[src/hdl/gtp_pkg.sv]
// Shared types, character codes and helpers for the GUID text parser.
`default_nettype none

package gtp_pkg;

    // Width of the character port and the number of code bits that count
    localparam int CODE_W    = 16;
    localparam int CHAR_BITS = 16;
    localparam logic [CODE_W-1:0] CHAR_MASK =
        (CHAR_BITS >= CODE_W) ? {CODE_W{1'b1}} : CODE_W'((64'd1 << CHAR_BITS) - 64'd1);

    // Character codes
    localparam logic [CODE_W-1:0] CH_NUL   = CODE_W'(32'h0000);
    localparam logic [CODE_W-1:0] CH_DASH  = CODE_W'(32'h002D);
    localparam logic [CODE_W-1:0] CH_SLASH = CODE_W'(32'h002F);
    localparam logic [CODE_W-1:0] CH_0     = CODE_W'(32'h0030);
    localparam logic [CODE_W-1:0] CH_9     = CODE_W'(32'h0039);
    localparam logic [CODE_W-1:0] CH_LA    = CODE_W'(32'h0061);
    localparam logic [CODE_W-1:0] CH_LF    = CODE_W'(32'h0066);
    localparam logic [CODE_W-1:0] CH_UA    = CODE_W'(32'h0041);
    localparam logic [CODE_W-1:0] CH_UF    = CODE_W'(32'h0046);

    // Digit limits per group
    localparam logic [3:0] FIRST_DIGITS = 4'd8;
    localparam logic [3:0] GROUP_DIGITS = 4'd4;

    // Result status codes
    localparam logic [1:0] ST_OK     = 2'd0;
    localparam logic [1:0] ST_NO_SEP = 2'd1;
    localparam logic [1:0] ST_NO_HEX = 2'd2;

    // Parse phase
    typedef enum logic [3:0] {
        PH_IDLE  = 4'd0,
        PH_SEEK  = 4'd1,
        PH_GRP1  = 4'd2,
        PH_GRP2  = 4'd3,
        PH_GRP3  = 4'd4,
        PH_GRP4  = 4'd5,
        PH_GRP5  = 4'd6,
        PH_GRP6  = 4'd7,
        PH_GRP7  = 4'd8,
        PH_SLASH = 4'd9
    } phase_t;

    // Decoded hex digit
    typedef struct packed {
        logic       ok;
        logic [3:0] val;
    } hex_t;

    function automatic hex_t hex_decode(input logic [CODE_W-1:0] c);
        hex_t h;
        h.ok  = 1'b0;
        h.val = 4'd0;
        if (c >= CH_0 && c <= CH_9)
        begin
            h.ok  = 1'b1;
            h.val = 4'(c - CH_0);
        end
        else if (c >= CH_LA && c <= CH_LF)
        begin
            h.ok  = 1'b1;
            h.val = 4'(c - CH_LA + CODE_W'(32'd10));
        end
        else if (c >= CH_UA && c <= CH_UF)
        begin
            h.ok  = 1'b1;
            h.val = 4'(c - CH_UA + CODE_W'(32'd10));
        end
        return h;
    endfunction

endpackage

`default_nettype wire

[src/hdl/guid_text_parser_unit.sv]
// Top level of the GUID text parser: character input register, parse step, result register.
//
// The block reads GUID text one character per transfer and sustains one character per
// clock while the result register is free or draining. A character taken in lands in an
// input register; from that register the parse step (hex decode, one group update, phase
// advance) runs into the parse state and, when the string is complete, into the result
// register. start_req marks the first character of a string and drops any parse in
// progress. The input side stalls only while a finished result waits in the result
// register and the input register is full.
// Leading non-hex text is skipped, groups of up to 8, 4, 4 and 4 hex digits each need a
// trailing '-', three more groups of 4 follow without separators, and the string ends
// at '/' (has_comment set) or NUL. guid_tail holds groups four to seven in text order,
// group four in the top bits.
`default_nettype none

module guid_text_parser_unit (
    input  wire logic                      clk,
    input  wire logic                      rst_n,
    input  wire logic                      in_valid,
    output logic                           in_ready,
    input  wire logic [gtp_pkg::CODE_W-1:0] char_code,
    input  wire logic                      start_req,
    output logic                           out_valid,
    input  wire logic                      out_ready,
    output logic [31:0]                    guid_first,
    output logic [15:0]                    guid_second,
    output logic [15:0]                    guid_third,
    output logic [63:0]                    guid_tail,
    output logic [1:0]                     status,
    output logic                           has_comment
);

    // Input register
    logic                       s1_valid_reg;
    logic [gtp_pkg::CODE_W-1:0] s1_char_reg;
    logic                       s1_start_reg;
    logic                       s1_adv;

    // Parse state
    gtp_pkg::phase_t phase_reg, phase_next;
    logic [3:0]      dc_reg, dc_next;
    logic [31:0]     acc_first_reg, acc_first_next;
    logic [15:0]     acc_second_reg, acc_second_next;
    logic [15:0]     acc_third_reg, acc_third_next;
    logic [63:0]     acc_tail_reg, acc_tail_next;

    // Result register
    logic        out_valid_reg;
    logic [31:0] first_reg, first_next;
    logic [15:0] second_reg, second_next;
    logic [15:0] third_reg, third_next;
    logic [63:0] tail_reg, tail_next;
    logic [1:0]  status_reg;
    logic        comment_reg, comment_next;

    // Step decisions
    logic [gtp_pkg::CODE_W-1:0] c;
    gtp_pkg::hex_t              hx;
    gtp_pkg::phase_t            ph;
    logic [3:0]                 dc;
    logic                       do_add;
    logic [2:0]                 add_grp;
    logic                       emit;
    logic [1:0]                 emit_st;
    logic                       emit_cmt;

    // Handshake: step the input register when the result slot is free or draining
    assign s1_adv   = s1_valid_reg && (!out_valid_reg || out_ready);
    assign in_ready = !s1_valid_reg || s1_adv;

    // Hold the accepted character
    always_ff @(posedge clk or negedge rst_n)
    begin
        if (!rst_n)
        begin
            s1_valid_reg <= 1'b0;
        end
        else if (in_ready)
        begin
            s1_valid_reg <= in_valid;
        end
    end

    always_ff @(posedge clk)
    begin
        if (in_valid && in_ready)
        begin
            s1_char_reg  <= char_code;
            s1_start_reg <= start_req;
        end
    end

    assign c  = s1_char_reg & gtp_pkg::CHAR_MASK;
    assign hx = gtp_pkg::hex_decode(c);

    // Next phase and digit count
    always_comb
    begin
        ph         = s1_start_reg ? gtp_pkg::PH_SEEK : phase_reg;
        dc         = s1_start_reg ? 4'd0 : dc_reg;
        phase_next = ph;
        dc_next    = dc;
        do_add     = 1'b0;
        add_grp    = 3'd0;
        emit       = 1'b0;
        emit_st    = gtp_pkg::ST_OK;
        emit_cmt   = 1'b0;
        case (ph)
            gtp_pkg::PH_IDLE:
            begin
                phase_next = gtp_pkg::PH_IDLE;
            end
            gtp_pkg::PH_SEEK:
            begin
                if (hx.ok)
                begin
                    do_add     = 1'b1;
                    add_grp    = 3'd0;
                    dc_next    = 4'd1;
                    phase_next = gtp_pkg::PH_GRP1;
                end
                else if (c == gtp_pkg::CH_NUL)
                begin
                    emit    = 1'b1;
                    emit_st = gtp_pkg::ST_NO_HEX;
                end
            end
            gtp_pkg::PH_GRP1, gtp_pkg::PH_GRP2, gtp_pkg::PH_GRP3, gtp_pkg::PH_GRP4:
            begin
                if (hx.ok && dc < ((ph == gtp_pkg::PH_GRP1) ? gtp_pkg::FIRST_DIGITS
                                                           : gtp_pkg::GROUP_DIGITS))
                begin
                    do_add  = 1'b1;
                    add_grp = 3'(ph - gtp_pkg::PH_GRP1);
                    dc_next = dc + 4'd1;
                end
                else if (c == gtp_pkg::CH_DASH)
                begin
                    phase_next = gtp_pkg::phase_t'(ph + 4'd1);
                    dc_next    = 4'd0;
                end
                else
                begin
                    emit    = 1'b1;
                    emit_st = gtp_pkg::ST_NO_SEP;
                end
            end
            gtp_pkg::PH_GRP5, gtp_pkg::PH_GRP6, gtp_pkg::PH_GRP7:
            begin
                if (hx.ok && dc < gtp_pkg::GROUP_DIGITS)
                begin
                    do_add  = 1'b1;
                    add_grp = 3'(ph - gtp_pkg::PH_GRP1);
                    dc_next = dc + 4'd1;
                end
                else if (hx.ok && ph != gtp_pkg::PH_GRP7)
                begin
                    // full group: digit opens the next one
                    do_add     = 1'b1;
                    add_grp    = 3'(ph - gtp_pkg::PH_GRP1 + 4'd1);
                    dc_next    = 4'd1;
                    phase_next = gtp_pkg::phase_t'(ph + 4'd1);
                end
                else if (hx.ok)
                begin
                    phase_next = gtp_pkg::PH_SLASH;
                    dc_next    = 4'd0;
                end
                else if (c == gtp_pkg::CH_SLASH)
                begin
                    emit     = 1'b1;
                    emit_cmt = 1'b1;
                end
                else if (c == gtp_pkg::CH_NUL)
                begin
                    emit = 1'b1;
                end
                else
                begin
                    // non-hex closes every remaining group
                    phase_next = gtp_pkg::PH_SLASH;
                    dc_next    = 4'd0;
                end
            end
            gtp_pkg::PH_SLASH:
            begin
                if (c == gtp_pkg::CH_SLASH)
                begin
                    emit     = 1'b1;
                    emit_cmt = 1'b1;
                end
                else if (c == gtp_pkg::CH_NUL)
                begin
                    emit = 1'b1;
                end
            end
            default:
            begin
                phase_next = gtp_pkg::PH_IDLE;
            end
        endcase
        if (emit)
        begin
            phase_next = gtp_pkg::PH_IDLE;
            dc_next    = 4'd0;
        end
    end

    // Shift the digit into its group
    always_comb
    begin
        acc_first_next  = s1_start_reg ? 32'd0 : acc_first_reg;
        acc_second_next = s1_start_reg ? 16'd0 : acc_second_reg;
        acc_third_next  = s1_start_reg ? 16'd0 : acc_third_reg;
        acc_tail_next   = s1_start_reg ? 64'd0 : acc_tail_reg;
        if (do_add)
        begin
            case (add_grp)
                3'd0:    acc_first_next        = {acc_first_next[27:0], hx.val};
                3'd1:    acc_second_next       = {acc_second_next[11:0], hx.val};
                3'd2:    acc_third_next        = {acc_third_next[11:0], hx.val};
                3'd3:    acc_tail_next[63:48]  = {acc_tail_next[59:48], hx.val};
                3'd4:    acc_tail_next[47:32]  = {acc_tail_next[43:32], hx.val};
                3'd5:    acc_tail_next[31:16]  = {acc_tail_next[27:16], hx.val};
                3'd6:    acc_tail_next[15:0]   = {acc_tail_next[11:0], hx.val};
                default: acc_tail_next         = acc_tail_next;
            endcase
        end
    end

    // Form the result payload; failed parses give zero fields
    always_comb
    begin
        if (emit_st == gtp_pkg::ST_OK)
        begin
            first_next   = acc_first_next;
            second_next  = acc_second_next;
            third_next   = acc_third_next;
            tail_next    = acc_tail_next;
            comment_next = emit_cmt;
        end
        else
        begin
            first_next   = 32'd0;
            second_next  = 16'd0;
            third_next   = 16'd0;
            tail_next    = 64'd0;
            comment_next = 1'b0;
        end
    end

    // Advance the parse state
    always_ff @(posedge clk or negedge rst_n)
    begin
        if (!rst_n)
        begin
            phase_reg      <= gtp_pkg::PH_IDLE;
            dc_reg         <= 4'd0;
            acc_first_reg  <= 32'd0;
            acc_second_reg <= 16'd0;
            acc_third_reg  <= 16'd0;
            acc_tail_reg   <= 64'd0;
        end
        else if (s1_adv)
        begin
            phase_reg      <= phase_next;
            dc_reg         <= dc_next;
            acc_first_reg  <= acc_first_next;
            acc_second_reg <= acc_second_next;
            acc_third_reg  <= acc_third_next;
            acc_tail_reg   <= acc_tail_next;
        end
    end

    // Result valid: load on a finished parse, drop on transfer
    always_ff @(posedge clk or negedge rst_n)
    begin
        if (!rst_n)
        begin
            out_valid_reg <= 1'b0;
        end
        else if (s1_adv && emit)
        begin
            out_valid_reg <= 1'b1;
        end
        else if (out_ready)
        begin
            out_valid_reg <= 1'b0;
        end
    end

    always_ff @(posedge clk)
    begin
        if (s1_adv && emit)
        begin
            first_reg   <= first_next;
            second_reg  <= second_next;
            third_reg   <= third_next;
            tail_reg    <= tail_next;
            status_reg  <= emit_st;
            comment_reg <= comment_next;
        end
    end

    assign out_valid   = out_valid_reg;
    assign guid_first  = first_reg;
    assign guid_second = second_reg;
    assign guid_third  = third_reg;
    assign guid_tail   = tail_reg;
    assign status      = status_reg;
    assign has_comment = comment_reg;

    // Checks
    a_idle_after_emit: assert property (@(posedge clk) disable iff (!rst_n)
        (s1_adv && emit) |=> (phase_reg == gtp_pkg::PH_IDLE))
        else $error("parser not idle after a result");

    a_status_code: assert property (@(posedge clk) disable iff (!rst_n)
        out_valid_reg |-> (status_reg == gtp_pkg::ST_OK || status_reg == gtp_pkg::ST_NO_SEP
                           || status_reg == gtp_pkg::ST_NO_HEX))
        else $error("result status out of range");

    a_fail_zero: assert property (@(posedge clk) disable iff (!rst_n)
        (out_valid_reg && status_reg != gtp_pkg::ST_OK) |->
        (first_reg == 32'd0 && tail_reg == 64'd0 && !comment_reg))
        else $error("failed parse carries nonzero fields");

    a_digit_bound: assert property (@(posedge clk) disable iff (!rst_n)
        (phase_reg != gtp_pkg::PH_GRP1) |-> (dc_reg <= gtp_pkg::GROUP_DIGITS))
        else $error("group digit count over limit");

    a_ready_free: assert property (@(posedge clk) disable iff (!rst_n)
        !out_valid_reg |-> in_ready)
        else $error("input stalled with empty result slot");

endmodule

`default_nettype wire
[config.mk]
export PLATFORM = sky130hd
export DESIGN_NAME = guid_text_parser_unit
export DESIGN_NICKNAME = d
export VERILOG_FILES = /design/src/hdl/gtp_pkg.sv /design/src/hdl/guid_text_parser_unit.sv
export SDC_FILE = /design/constraint.sdc
export NUM_CORES = 1
export LEC_CHECK = 0
export ABC_AREA = 1
export BUFFER_PORTS_ARGS = -buffer_cell sky130_fd_sc_hd__buf_2
export CORE_AREA = 2 2 167 169
export DETAILED_ROUTE_END_ITERATION = 7
export DIE_AREA = 0 0 169 171
export PLACE_DENSITY = 0.75
export SLEW_MARGIN = 20
export SYNTH_ARGS = -nofsm -noshare
export SYNTH_HDL_FRONTEND = slang
export SYNTH_SLANG_ARGS = --single-unit
[constraint.sdc]
create_clock -name clk -period 5.15 [get_ports clk]
set_input_delay 1.03 -clock clk [delete_from_list [all_inputs] [get_ports clk]]
set_output_delay 1.03 -clock clk [all_outputs]
set_load 0.02 [all_outputs]
* Word level (Yosys, flattened, before mapping)
Index checks and enable logic that the tools add are counted.
Storage, ports and cells: bits in registers 286, bits in latches 0, RAM bits 0, bits in read-only memories 0, input bits 21, logic and storage cells 141, memories kept 0
Operators by class: add/sub/neg operators 9, $mul 0, div/mod/pow operators 0, order comparisons 8, equality and inequality tests 18, shift operators 0, mux-type cells 71, bitwise logic cells 0, reductions and logical operators 19
Operators with widths (count):
- $mux 16 | 10
- $mux 64 | 2
- $mux 32 | 3
- $mux 4 | 21
- $eq 16x6->1 const B | 2
- $ge 16x7->1 const B | 2
- $le 16x7->1 const B | 2
- $mux 1 | 20
- $eq 4x3->1 const B | 4
- $ge 16x6->1 const B | 1
- $le 16x6->1 const B | 1
- $logic_not 16->1 | 1
- $pmux 4 s4 | 1
- $mux 5 | 3
- $pmux 4 s3 | 1
- $sub 4x1->4 const B | 3
- $eq 3x3->1 const B | 3
- $logic_and 1x1->1 | 9
- $mux 3 | 3
- $add 4x1->4 const B | 2
- $add 4x4->4 const B | 2
- $eq 4x2->1 const B | 2
- $eq 4x4->1 const B | 2
- $eq 3x2->1 const B | 2
- other kinds (20) | 23

* Depth between registers and ports, before layout
Gate-level depths: netlist (run 1).
word-level depth 12, depth in mapped cells 20, gate-level depth less buffers 20

* Worst setup path before layout (run 1)
Ideal clock, no wire load.
path kind register -> register, from register s1_start_reg, to register first_reg[0], in the netlist guid_first[0], enable pin, library setup time 484 ps, arrival 4728 ps, required time 4666 ps, path slack -62 ps, stages on the path, launching flop included 15, path buffers 1, clock period less this slack 5212 ps, cell sequence edfxtp_1 buf_2 nor2_1 ha_1 nand2_1 ha_1 a21boi_1 nor2_1 nand2_1 nand3_1 o21ai_1 a21oi_1 inv_1 nand2_1 inv_1
Between the ends: cells in the longest elaborated chain, start to end 8, elaborated cells on any way between the ends 25
Ends and longest elaborated chain:
- start: declaration | line guid_text_parser_unit.sv:36 | logic s1_start_reg;
- start signal: assignment | line guid_text_parser_unit.sv:89 | s1_start_reg <= start_req;
- $mux 4 | line guid_text_parser_unit.sv:99 | ph = s1_start_reg ? gtp_pkg::PH_SEEK : phase_reg;
- $eq 4x2->1 | line guid_text_parser_unit.sv:108, guid_text_parser_unit.sv:130
- $mux 4 | line guid_text_parser_unit.sv:130 | if (hx.ok && dc < ((ph == gtp_pkg::PH_GRP1) ? gtp_pkg::FIRST_DIGITS
- $lt 4x4->1 | line guid_text_parser_unit.sv:130
- $logic_and 1x1->1 | line guid_text_parser_unit.sv:130
- $mux 1 | line guid_text_parser_unit.sv:130
- $pmux 1 s4 (*) | line guid_text_parser_unit.sv:108 | case (ph)
- $logic_and 1x1->1 (*) | line guid_text_parser_unit.sv:294 | if (s1_adv && emit)
- end signal: assignment | line guid_text_parser_unit.sv:296 | first_reg <= first_next;
- end: declaration | line guid_text_parser_unit.sv:49 | logic [31:0] first_reg, first_next;
Every way passes the cells marked *; elsewhere a longest branch is shown, timed or not. A chain may end at the register's enable or synchronous reset.

* Worst setup path in the final report (run 1)
from register s1_start_reg, to register tail_reg[7], in the netlist guid_tail[7], data pin
Between the ends: cells in the longest elaborated chain, start to end 10, elaborated cells on any way between the ends 36
Ends and longest elaborated chain:
- parallel branches: the longest is 10 deep, another holds $sub 3x2->3
- end signal: assignment | line guid_text_parser_unit.sv:299 | tail_reg <= tail_next;
- end: declaration | line guid_text_parser_unit.sv:52 | logic [63:0] tail_reg, tail_next;
Parallel ways; which one is timed is not known.

==> metrics, run 1 <==
Rel. slew slack 26.4%; Vias 11600; Ports 154; largest net degree at the start of global routing 130; status complete, no violations; CTS Root Cell clkbuf_16; switching share of power 22.0%; grt total ovfl 0; Synth Area per Inst 8.13 µm²; DR vias/cell 5.22; DP Wirelength 21.8 mm; yosys warns 0; setup ws final 1.28 ns; reg2reg end guid_tail[7]; total chip power 4800 µW; die area 28900 µm²; maximum clock frequency 258 MHz; filler instances 2384; DRC 0; Setup Slack @ Placement 1.33 ns; VDD IR max 0.231 mV; drt pass-1 iters 5; most common cell after layout, fill and taps aside nand2_1; vias in the first global route 10800; hold-critical path depth 2; CP Max Fanout 12; Worst setup EP type flip-flop; Yosys cell types 38; Reg2Reg Depth 14; RSZ-0062 raised after global routing no; Die X 169 µm; Setup CP Type reg -> reg; HP Start acc_second_reg[14]; CTS tree built; Post-CTS Hold Buffers 0; Ant. Diodes 0; WP data arrival 4.29 ns; power density over cell area 298 nW/µm²; Synth top area share 31.4%; Core ar. 27300 µm²; DR iter-0 viols 1053; Max Root-Sink Buffers 3; fin crit period 3.87 ns; Tot GR Track Use 23.6%; Syn Inst Count 1743; I/O Buffers 153; Final period util 75.2%; Final Util 58.9%; Final Max Tran Viols 0; Synth area leaders edfxtp_1, dfrtp_1, nand2_1, nand3_1, nor2_1; total CTS buffers 29; NumNets Final 1892; ANT nets after route 0; first-pass GRT wire length 55.0 mm; # rows 61; Worst Clk Skew 0.0190 ns; Hold/Removal Path Class reg -> reg; initial antenna violation count 0; Post-Route WL 34.0 mm; total negative slack 0 ns; worst skew pair latency 0.55 ns; hold endpoint acc_second_reg[14]; Max-Cap Viols 0; Clock Sinks 286; internal cell power 3740 µW; Slew @ Worst Pin 1.10 ns; flops & latches, synth 286; GPL Wtd Cong 0.890; sw power 1050 µW; clock power share 44.7%; R2R setup slack 1.28 ns; static leakage 0.00808 µW; Worst-path clk slew 0.06 ns; Resize count post-CTS 0; ratio of cells with drive above 1 in the final layout 14.2%; setup bufs post-CTS 0; reg2reg start s1_start_reg; CTS H-tree lvls 1; Seq/Total Area, Yosys 55.7%; Post-Syn Area 14200 µm²; logic gate share of total power 4.6%; area grow syn2layout 13.6%; initial core utilization 51.9%; syn_nets 1775; Sequential Power Share 50.7%; Die Ht 171 µm; Fin. Hold Viols 0; Final setup viols 0; commonest non-fill, non-tap cells in the layout nand2_1, nor2_1, buf_2; DR WL/cell 15.2 µm; Critical Path Source Type flip-flop; Synth area leader edfxtp_1; CP required 5.56 ns
[worst max path at each step]
stage	start	endpoint	cells past startpoint
after global routing	s1_start_reg	guid_tail[7]	16
final	s1_start_reg	guid_tail[7]	14
after CTS	s1_start_reg	guid_tail[7]	14
after floorplan	s1_start_reg	guid_first[0]	14
after global placement	s1_start_reg	guid_tail[8]	16
after detailed placement	s1_start_reg	guid_tail[7]	14
[stage by stage]
step	cells	area, µm²	hold WS (ns)
final	2228	16100	0.478
after global routing	2228	16100	0.502
after CTS	2228	16100	0.481
after detailed placement	2175	15100	0.465
after global placement	2175	15100	0.461
after floorplan	1743	14200	0.449
[logic make-up after synthesis]
| logic type | synth area share, % |
|---|---|
| buffers and inverters | 5.93 |
| XOR/XNOR | 0.371 |
| AO/OA/AOI/OAI | 4.25 |
| adder cells (fa/ha/maj) | 0.971 |
| flip-flops | 55.7 |
| AND/OR/NAND/NOR | 32.8 |
[power groups by stage]
stage	Sequential [µW]	Combinational (µW)	Clock, µW
CTS	2430	220	2190
global placement	2480	221	0
finish	2430	219	2150
floorplan	2470	145	0
global route	2430	248	2280
detailed placement	2480	219	0
[layer usage]
metal,GRT usage [%],up-vias,part of all wire [%]
li1,-,5773,-
met1,33.2,5390,45
met2,38.7,398,46
met3,2.91,69,6.2
met4,6.91,0,2.8
met5,0,-,0
[worst max-delay path, cell delays in order (launching register included)]
cell and delay [ns]:
edfxtp_1 0.49, nor2_1 0.34, inv_1 0.22, ha_1 0.28, o21ai_0 0.22, nand2_1 0.28
inv_2 0.19, nor2_4 0.07, nand2_4 0.11, nand2_8 0.09, nor2_1 0.65, nand2_1 0.46
nand2_1 0.18, nand2_1 0.08, nor2_1 0.08
[cell usage after synthesis]
| library cell | count |
|---|---|
| nor3_1 | 4 |
| buf_1 | 6 |
| buf_2 | 24 |
| nand2_1 | 796 |
| buf_4 | 4 |
| nand3b_1 | 2 |
| nand3_2 | 5 |
| o21ai_0 | 30 |
| nor2_1 | 155 |
| nor2_4 | 8 |
| nor2_2 | 11 |
| ha_1 | 11 |
| a22oi_1 | 1 |
| inv_2 | 15 |
| nand3_4 | 2 |
| nor3b_1 | 1 |
| nand2_4 | 6 |
| and2_1 | 1 |
| o21bai_1 | 5 |
| a21oi_1 | 42 |
| edfxtp_1 | 148 |
| clkbuf_1 | 36 |
| nand2_8 | 1 |
| nand4_1 | 7 |
| a21boi_1 | 1 |
| o22ai_1 | 1 |
| xnor2_1 | 2 |
| o21ai_2 | 1 |
| nand2_2 | 9 |
| inv_1 | 109 |
| o211ai_1 | 3 |
| a31oi_1 | 2 |
| o21ai_1 | 28 |
| buf_6 | 6 |
| and3_1 | 1 |
| dfrtp_1 | 138 |
| xor2_1 | 4 |
| nand3_1 | 117 |
[final cells by class]
cell class / count / area, µm² / share of cell area [%]
Timing Repair Buffer: 162 / 877 / 5.45
Clock buffer: 34 / 744 / 4.62
Clock inverter: 19 / 218 / 1.35
Sequential cell: 286 / 7900 / 49.1
Multi-Input combinational cell: 1257 / 5460 / 33.9
Inverter: 124 / 472 / 2.93
Tap cell: 346 / 433 / 2.69
No activity file was read; power rests on OpenSTA's default activity.
==> run 2: changes to the inputs <==
--- a/config.mk
+++ b/config.mk
@@ -7,10 +7,10 @@
 export LEC_CHECK = 0
 export ABC_AREA = 1
 export BUFFER_PORTS_ARGS = -buffer_cell sky130_fd_sc_hd__buf_2
-export CORE_AREA = 2 2 167 169
+export CORE_AREA = 2 2 158 160
 export DETAILED_ROUTE_END_ITERATION = 7
-export DIE_AREA = 0 0 169 171
-export PLACE_DENSITY = 0.75
+export DIE_AREA = 0 0 160 162
+export PLACE_DENSITY = 0.8
 export SLEW_MARGIN = 20
 export SYNTH_ARGS = -nofsm -noshare
 export SYNTH_HDL_FRONTEND = slang
==> constraint.sdc (replaced) <==
create_clock -name clk -period 3.6 [get_ports clk]
set_input_delay 0.72 -clock clk [delete_from_list [all_inputs] [get_ports clk]]
set_output_delay 0.72 -clock clk [all_outputs]
set_load 0.02 [all_outputs]
==> run 2 against run 1 <==
  * Combinational power rose by 48%
  * Fmax rose by 18%
  * Clock skew fell by 0.0024 ns
  * Die area fell by 10%
  * Critical path type unchanged
  * Critical endpoint is now guid_first[29]
  * Largest cell class unchanged
==> metrics, run 2 (synthesis gave the netlist of run 1 again) <==
Final Util 67.2% (+8.3 points); routed wl met3 2.68 mm (+27%); DP Wirelength 21.7 mm (-0.53%); Reg2Reg Depth 14 (unchanged); Critical Path Max Stage Delay 0.49 ns (-0.16 ns); critical path's slowest cell edfxtp_1; Tot GR Track Use 26.1% (+2.5 points); Critical Path Source Type flip-flop; NumNets Final 1907 (+0.79%); RSZ-0062 raised after global routing no; Slew @ Worst Pin 0.857 ns (-0.242 ns); CP Buf/Inv Count 3 (+1); Final Max Tran Viols 0 (unchanged); Rel. slew slack 42.9% (+16 points); status complete, no violations; static leakage 0.00813 µW (+0.65%); Worst setup EP type flip-flop; vias in the first global route 11300 (+4.3%); Final setup viols 0 (unchanged); Core ar. 24100 µm² (-12%); CP required 3.87 ns (-1.69 ns); Ports 154 (unchanged); CP Max Fanout 20 (+8); Worst Clk Skew 0.0166 ns (-0.00238 ns); Resize count post-CTS 0 (unchanged); M1 wire length 14.5 mm (-5.7%); reg2reg end guid_first[29]; CTS Root Cell clkbuf_16; Hold/Removal Path Class in -> async; setup bufs post-CTS 0 (unchanged); fin crit period 3.29 ns (-0.582 ns); worst skew pair latency 0.56 ns (about the same); Max-Cap Viols 0 (unchanged); first-pass GRT wire length 55.0 mm (about the same); Clock Sinks 286 (unchanged); setup ws final 0.307 ns (-0.968 ns); grt total ovfl 0 (unchanged); most common cell after layout, fill and taps aside nand2_1; ANT nets after route 0 (unchanged); drt pass-1 iters 6 (+1); initial antenna violation count 1 (+1); Worst-path clk slew 0.07 ns (about the same); DR iter-0 viols 847 (-20%); Die Ht 162 µm (-5.3%); area grow syn2layout 14.3%; Sequential Area 7900 µm² (unchanged); Post-Route WL 33.6 mm (-1.0%); Setup Slack @ Placement 0.257 ns (-1.07 ns); die area 25900 µm² (-10%); power density over cell area 414 nW/µm² (+39%); CP cell instances nor2_4 -> inv_2 -> ha_1 -> o21ai_0 -> nand2_1 -> nand3_1 -> nand2_2 -> inv_2 -> nand3_2 -> nor2_4 -> buf_12 -> nand2_1 -> nand2_1 -> nor2_1; Vias 11900 (+2.2%); filler instances 2010 (-16%); Final period util 91.5% (+16 points); # rows 57 (-6.6%); DR top layer met4; R2R setup slack 0.31 ns (-0.97 ns); total CTS buffers 29 (unchanged); Max Root-Sink Buffers 3 (unchanged); CTS H-tree lvls 1 (unchanged); Setup CP Type reg -> reg; Ant. Diodes 0 (unchanged); WP data arrival 3.56 ns (-0.73 ns); Post-CTS Hold Buffers 0 (unchanged); Die X 160 µm (-5.3%); largest net degree at the start of global routing 130 (unchanged); GPL Wtd Cong 0.934 (+4.9%); DR vias/cell 5.35 (+2.5%); commonest non-fill, non-tap cells in the layout nand2_1, nor2_1, buf_2; Met2 Routed Length 15.6 mm (+0.18%); VDD IR max 0.397 mV (+72%); reg2reg start s1_start_reg; CTS tree built; maximum clock frequency 304 MHz (+18%); ratio of cells with drive above 1 in the final layout 15.3% (+1.1 points); Multi-input gate area 5510 µm² (+0.87%); initial core utilization 58.8% (+6.9 points); I/O Buffers 153 (unchanged); most frequent CP cell nand2_1; DRC 0 (unchanged); Crit path max-delay family simple AND/OR/NAND/NOR gates; Fin. Hold Viols 0 (unchanged); DR WL/cell 15.1 µm (-0.75%)
[run 2: layout make-up]
cell class / instances / share of cell area (%)
timing repair buffer: 177 / 6.26
clock inverter: 16 / 0.795
clock buffer: 38 / 4.81
sequential: 286 / 48.7
multi-input combinational: 1257 / 34.0
inverter: 124 / 2.91
tap: 324 / 2.50
[run 2: worst max path at each step]
stage / slack [ns] / cells past startpoint / start / end
floorplan: -0.76 / 14 / s1_start_reg / guid_first[0]
global placement: 0.38 / 16 / c[0] / guid_second[7]
detailed placement: 0.26 / 18 / s1_start_reg / guid_second[10]
CTS: 0.23 / 18 / s1_start_reg / guid_second[10]
global route: 0.14 / 17 / s1_start_reg / guid_tail[43]
finish: 0.31 / 14 / s1_start_reg / guid_first[29]
[run 2: metal layers]
metal  global-route usage (%)  vias to the layer above
li1                         -                     5798
met1                     37.1                     5519
met2                     42.4                      507
met3                     3.29                       61
met4                     8.15                        0
met5                        0                        -
[run 2: metrics by stage]
step / hold WS [ns] / total power (µW) / instance area [µm²] / TNS [ns] / std cells
after CTS: 0.269 / 6740 / 16200 / 0 / 2222
final: 0.232 / 6710 / 16200 / 0 / 2222
after global routing: 0.301 / 6920 / 16200 / 0 / 2222
after detailed placement: 0.465 / 3870 / 15300 / 0 / 2168
after global placement: 0.461 / 3870 / 15300 / 0 / 2168
after floorplan: 0.424 / 3750 / 14200 / -99.42 / 1743
[run 2: worst reg2reg max path: stages, from the launching register on]
cell and delay (ns):
edfxtp_1 0.49, nor2_4 0.23, inv_2 0.14, ha_1 0.26
o21ai_0 0.23, nand2_1 0.27, nand3_1 0.18, nand2_2 0.12
inv_2 0.12, nand3_2 0.18, nor2_4 0.37, buf_12 0.21
nand2_1 0.08, nand2_1 0.09, nor2_1 0.05
[run 2: where the power goes]
group,switching (µW),total [µW],internal (µW)
sequential,26.8,3480,3460
clock,1240,2900,1660
combinational,244,325,80.7
total,1510,6710,5200
==> run 3: changes to the inputs <==
==> constraint.sdc (replaced) <==
create_clock -name clk -period 3.6 [get_ports clk]
set_input_delay 0 -clock clk [delete_from_list [all_inputs] [get_ports clk]]
set_output_delay 0 -clock clk [all_outputs]
set_load 0.02 [all_outputs]
==> run 3 against run 2 <==
  * Clock-buffer cell count grew 5
  * Register-to-register slack worse by 0.095 ns
  * Combinational power is 7.1% higher
  * Routed wire length increased by 3.8%
  * Fmax down 2.8%
  * Worst setup slack worse by 0.095 ns
  * Flip-flop and latch count did not move
  * Clock skew grew 0.012 ns
  * Global-route usage rose by 1.1 points
  * Cell area grew 1.6%
  * Total power rose by 2.7%
==> metrics, run 3 (synthesis gave the netlist of run 1 again) <==
vias in the first global route 11500 (+2.4%); Setup CP Type reg -> reg; Fin. Hold Viols 0 (unchanged); area grow syn2layout 16.1%; first-pass GRT wire length 57.0 mm (+3.6%); Die X 160 µm (unchanged); Ant. Diodes 0 (unchanged); DP Wirelength 22.1 mm (+1.6%); grt total ovfl 0 (unchanged); Hold/Removal Path Class in -> async; DR vias/cell 5.35 (about the same); initial antenna violation count 1 (unchanged); R2R setup slack 0.21 ns (-0.10 ns); Clock Sinks 286 (unchanged); total chip power 6890 µW (+2.7%); Worst setup EP type flip-flop; GPL Wtd Cong 0.925 (-1.0%); Multi-input gate area 5510 µm² (unchanged); met2 Use GR 45.4% (+3.0 points); Die Ht 162 µm (unchanged); fin crit period 3.39 ns (+0.0952 ns); Vias 12000 (+0.91%); Max Root-Sink Buffers 3 (unchanged); CP required 3.88 ns (about the same); CP Max Fanout 11 (-45%); # rows 57 (unchanged); status complete, no violations; Final Util 68.3% (+1.0 points); die area 25900 µm² (unchanged); reg2reg start s1_start_reg; Rel. slew slack 35.4% (-7.5 points); DR WL/cell 15.6 µm (+2.9%); drt pass-1 iters 6 (unchanged); placed cell area 15300 µm² (-0.21%); Max-Cap Viols 0 (unchanged); initial core utilization 58.8% (unchanged); maximum clock frequency 295 MHz (-2.8%); Core ar. 24100 µm² (unchanged); ratio of cells with drive above 1 in the final layout 15.4% (+0.049 points); GR Util met3 3.24% (-0.051 points); worst skew pair latency 0.56 ns (about the same); Final Max Tran Viols 0 (unchanged); M1 GR Usage 37.9% (+0.75 points); Critical Path Source Type flip-flop; Slew @ Worst Pin 0.969 ns (+0.112 ns); Worst-path clk slew 0.06 ns (about the same); Post-Route WL 34.9 mm (+3.8%); static leakage 0.00825 µW (+1.5%); VDD IR max 0.350 mV (-12%); Final period util 94.1% (+2.6 points); total CTS buffers 29 (unchanged); Reg2Reg Depth 15 (+1); RSZ-0062 raised after global routing no; Setup Slack @ Placement 0.197 ns (-0.0599 ns); Ports 154 (unchanged); NumNets Final 1928 (+1.1%); WP data arrival 3.66 ns (+0.10 ns); Worst Clk Skew 0.0282 ns (+0.0116 ns); Final setup viols 0 (unchanged); DR iter-0 viols 1060 (+25%); power density over cell area 419 nW/µm² (+1.2%); most common cell after layout, fill and taps aside nand2_1; ANT nets after route 0 (unchanged); CTS Root Cell clkbuf_16; DRC 0 (unchanged); layer with the highest usage met2; I/O Buffers 153 (unchanged); largest net degree at the start of global routing 130 (unchanged); CTS tree built; Design Area, Final 16500 µm² (+1.6%); Sequential Area 7900 µm² (unchanged); CTS H-tree lvls 1 (unchanged); filler instances 1939 (-3.5%); setup ws final 0.212 ns (-0.0952 ns); commonest non-fill, non-tap cells in the layout nand2_1, nor2_1, buf_2; Tot GR Track Use 27.1% (+1.1 points); reg2reg end guid_tail[55]
run 3: changes by cell type in the layout (fill, tap and decap cells not counted):
| cell | before | now |
|---|---|---|
| inv_4 | 1 | 2 |
| clkinvlp_4 | 2 | 1 |
| clkinv_1 | 6 | 1 |
| dlygate4sd3_1 | 0 | 22 |
| clkinv_2 | 6 | 5 |
| clkbuf_8 | 2 | 7 |
| buf_12 | 5 | 3 |
| buf_4 | 19 | 20 |
| clkbuf_1 | 7 | 6 |
| clkbuf_16 | 29 | 30 |
run 3: stage by stage:
step	TNS, ns	std cells	hold WS [ns]
floorplan	-99.42	1743	-0.296
global placement	0	2167	0.167
detailed placement	0	2167	0.178
CTS	0	2242	0.150
global route	0	2242	0.170
finish	0	2242	0.137
run 3: worst max-delay path by stage:
stage	from	endpoint	cells past startpoint
2_1_floorplan	s1_start_reg	guid_first[0]	14
3_3_place_gp	s1_start_reg	guid_second[8]	18
3_5_place_dp	s1_start_reg	guid_second[4]	18
4_1_cts	s1_start_reg	guid_second[8]	18
5_1_grt	s1_start_reg	acc_tail_reg[4]	17
6_report	s1_start_reg	guid_tail[55]	15
run 3: layout make-up:
class / instances / share of cell area [%]
timing repair buffer: 198 / 7.31
inverter: 124 / 2.87
multi-input combinational: 1257 / 33.5
sequential: 286 / 48.0
clock buffer: 43 / 5.28
clock inverter: 10 / 0.631
tap: 324 / 2.46
run 3: timing repair:
action,in CTS,in global routing
setup endpoints to repair,0,17
resized for setup,0,1
hold buffers,22,0
endpoints found under the hold margin,111,0
buffers inserted,0,0
run 3: worst max-delay path, cell delays in order, from the launching register on:
cell and delay [ns]:
edfxtp_1 0.52, inv_2 0.12, nand2_2 0.10, inv_2 0.12, ha_4 0.15, nand2_2 0.06
ha_1 0.27, a21boi_2 0.16, nor2_2 0.17, nand3_2 0.15, inv_2 0.14, nand2_2 0.12
nand2_8 0.13, nand4_1 0.52, nand2_1 0.28, a21oi_1 0.10
run 3: per-layer routing:
layer / vias up / share of wire, %
met5: - / 0
met3: 60 / 6.4
met1: 5652 / 44
met4: 0 / 2.2
li1: 5846 / -
met2: 435 / 48
run 3: where the power goes:
group | internal (µW) | leakage (µW) | switching [µW] | total [µW]
Clock | 1810 | 0.000485 | 1260 | 3060
Combinational | 94.6 | 0.00447 | 253 | 348
Sequential | 3450 | 0.00330 | 26.2 | 3480
Total | 5360 | 0.00825 | 1530 | 6890
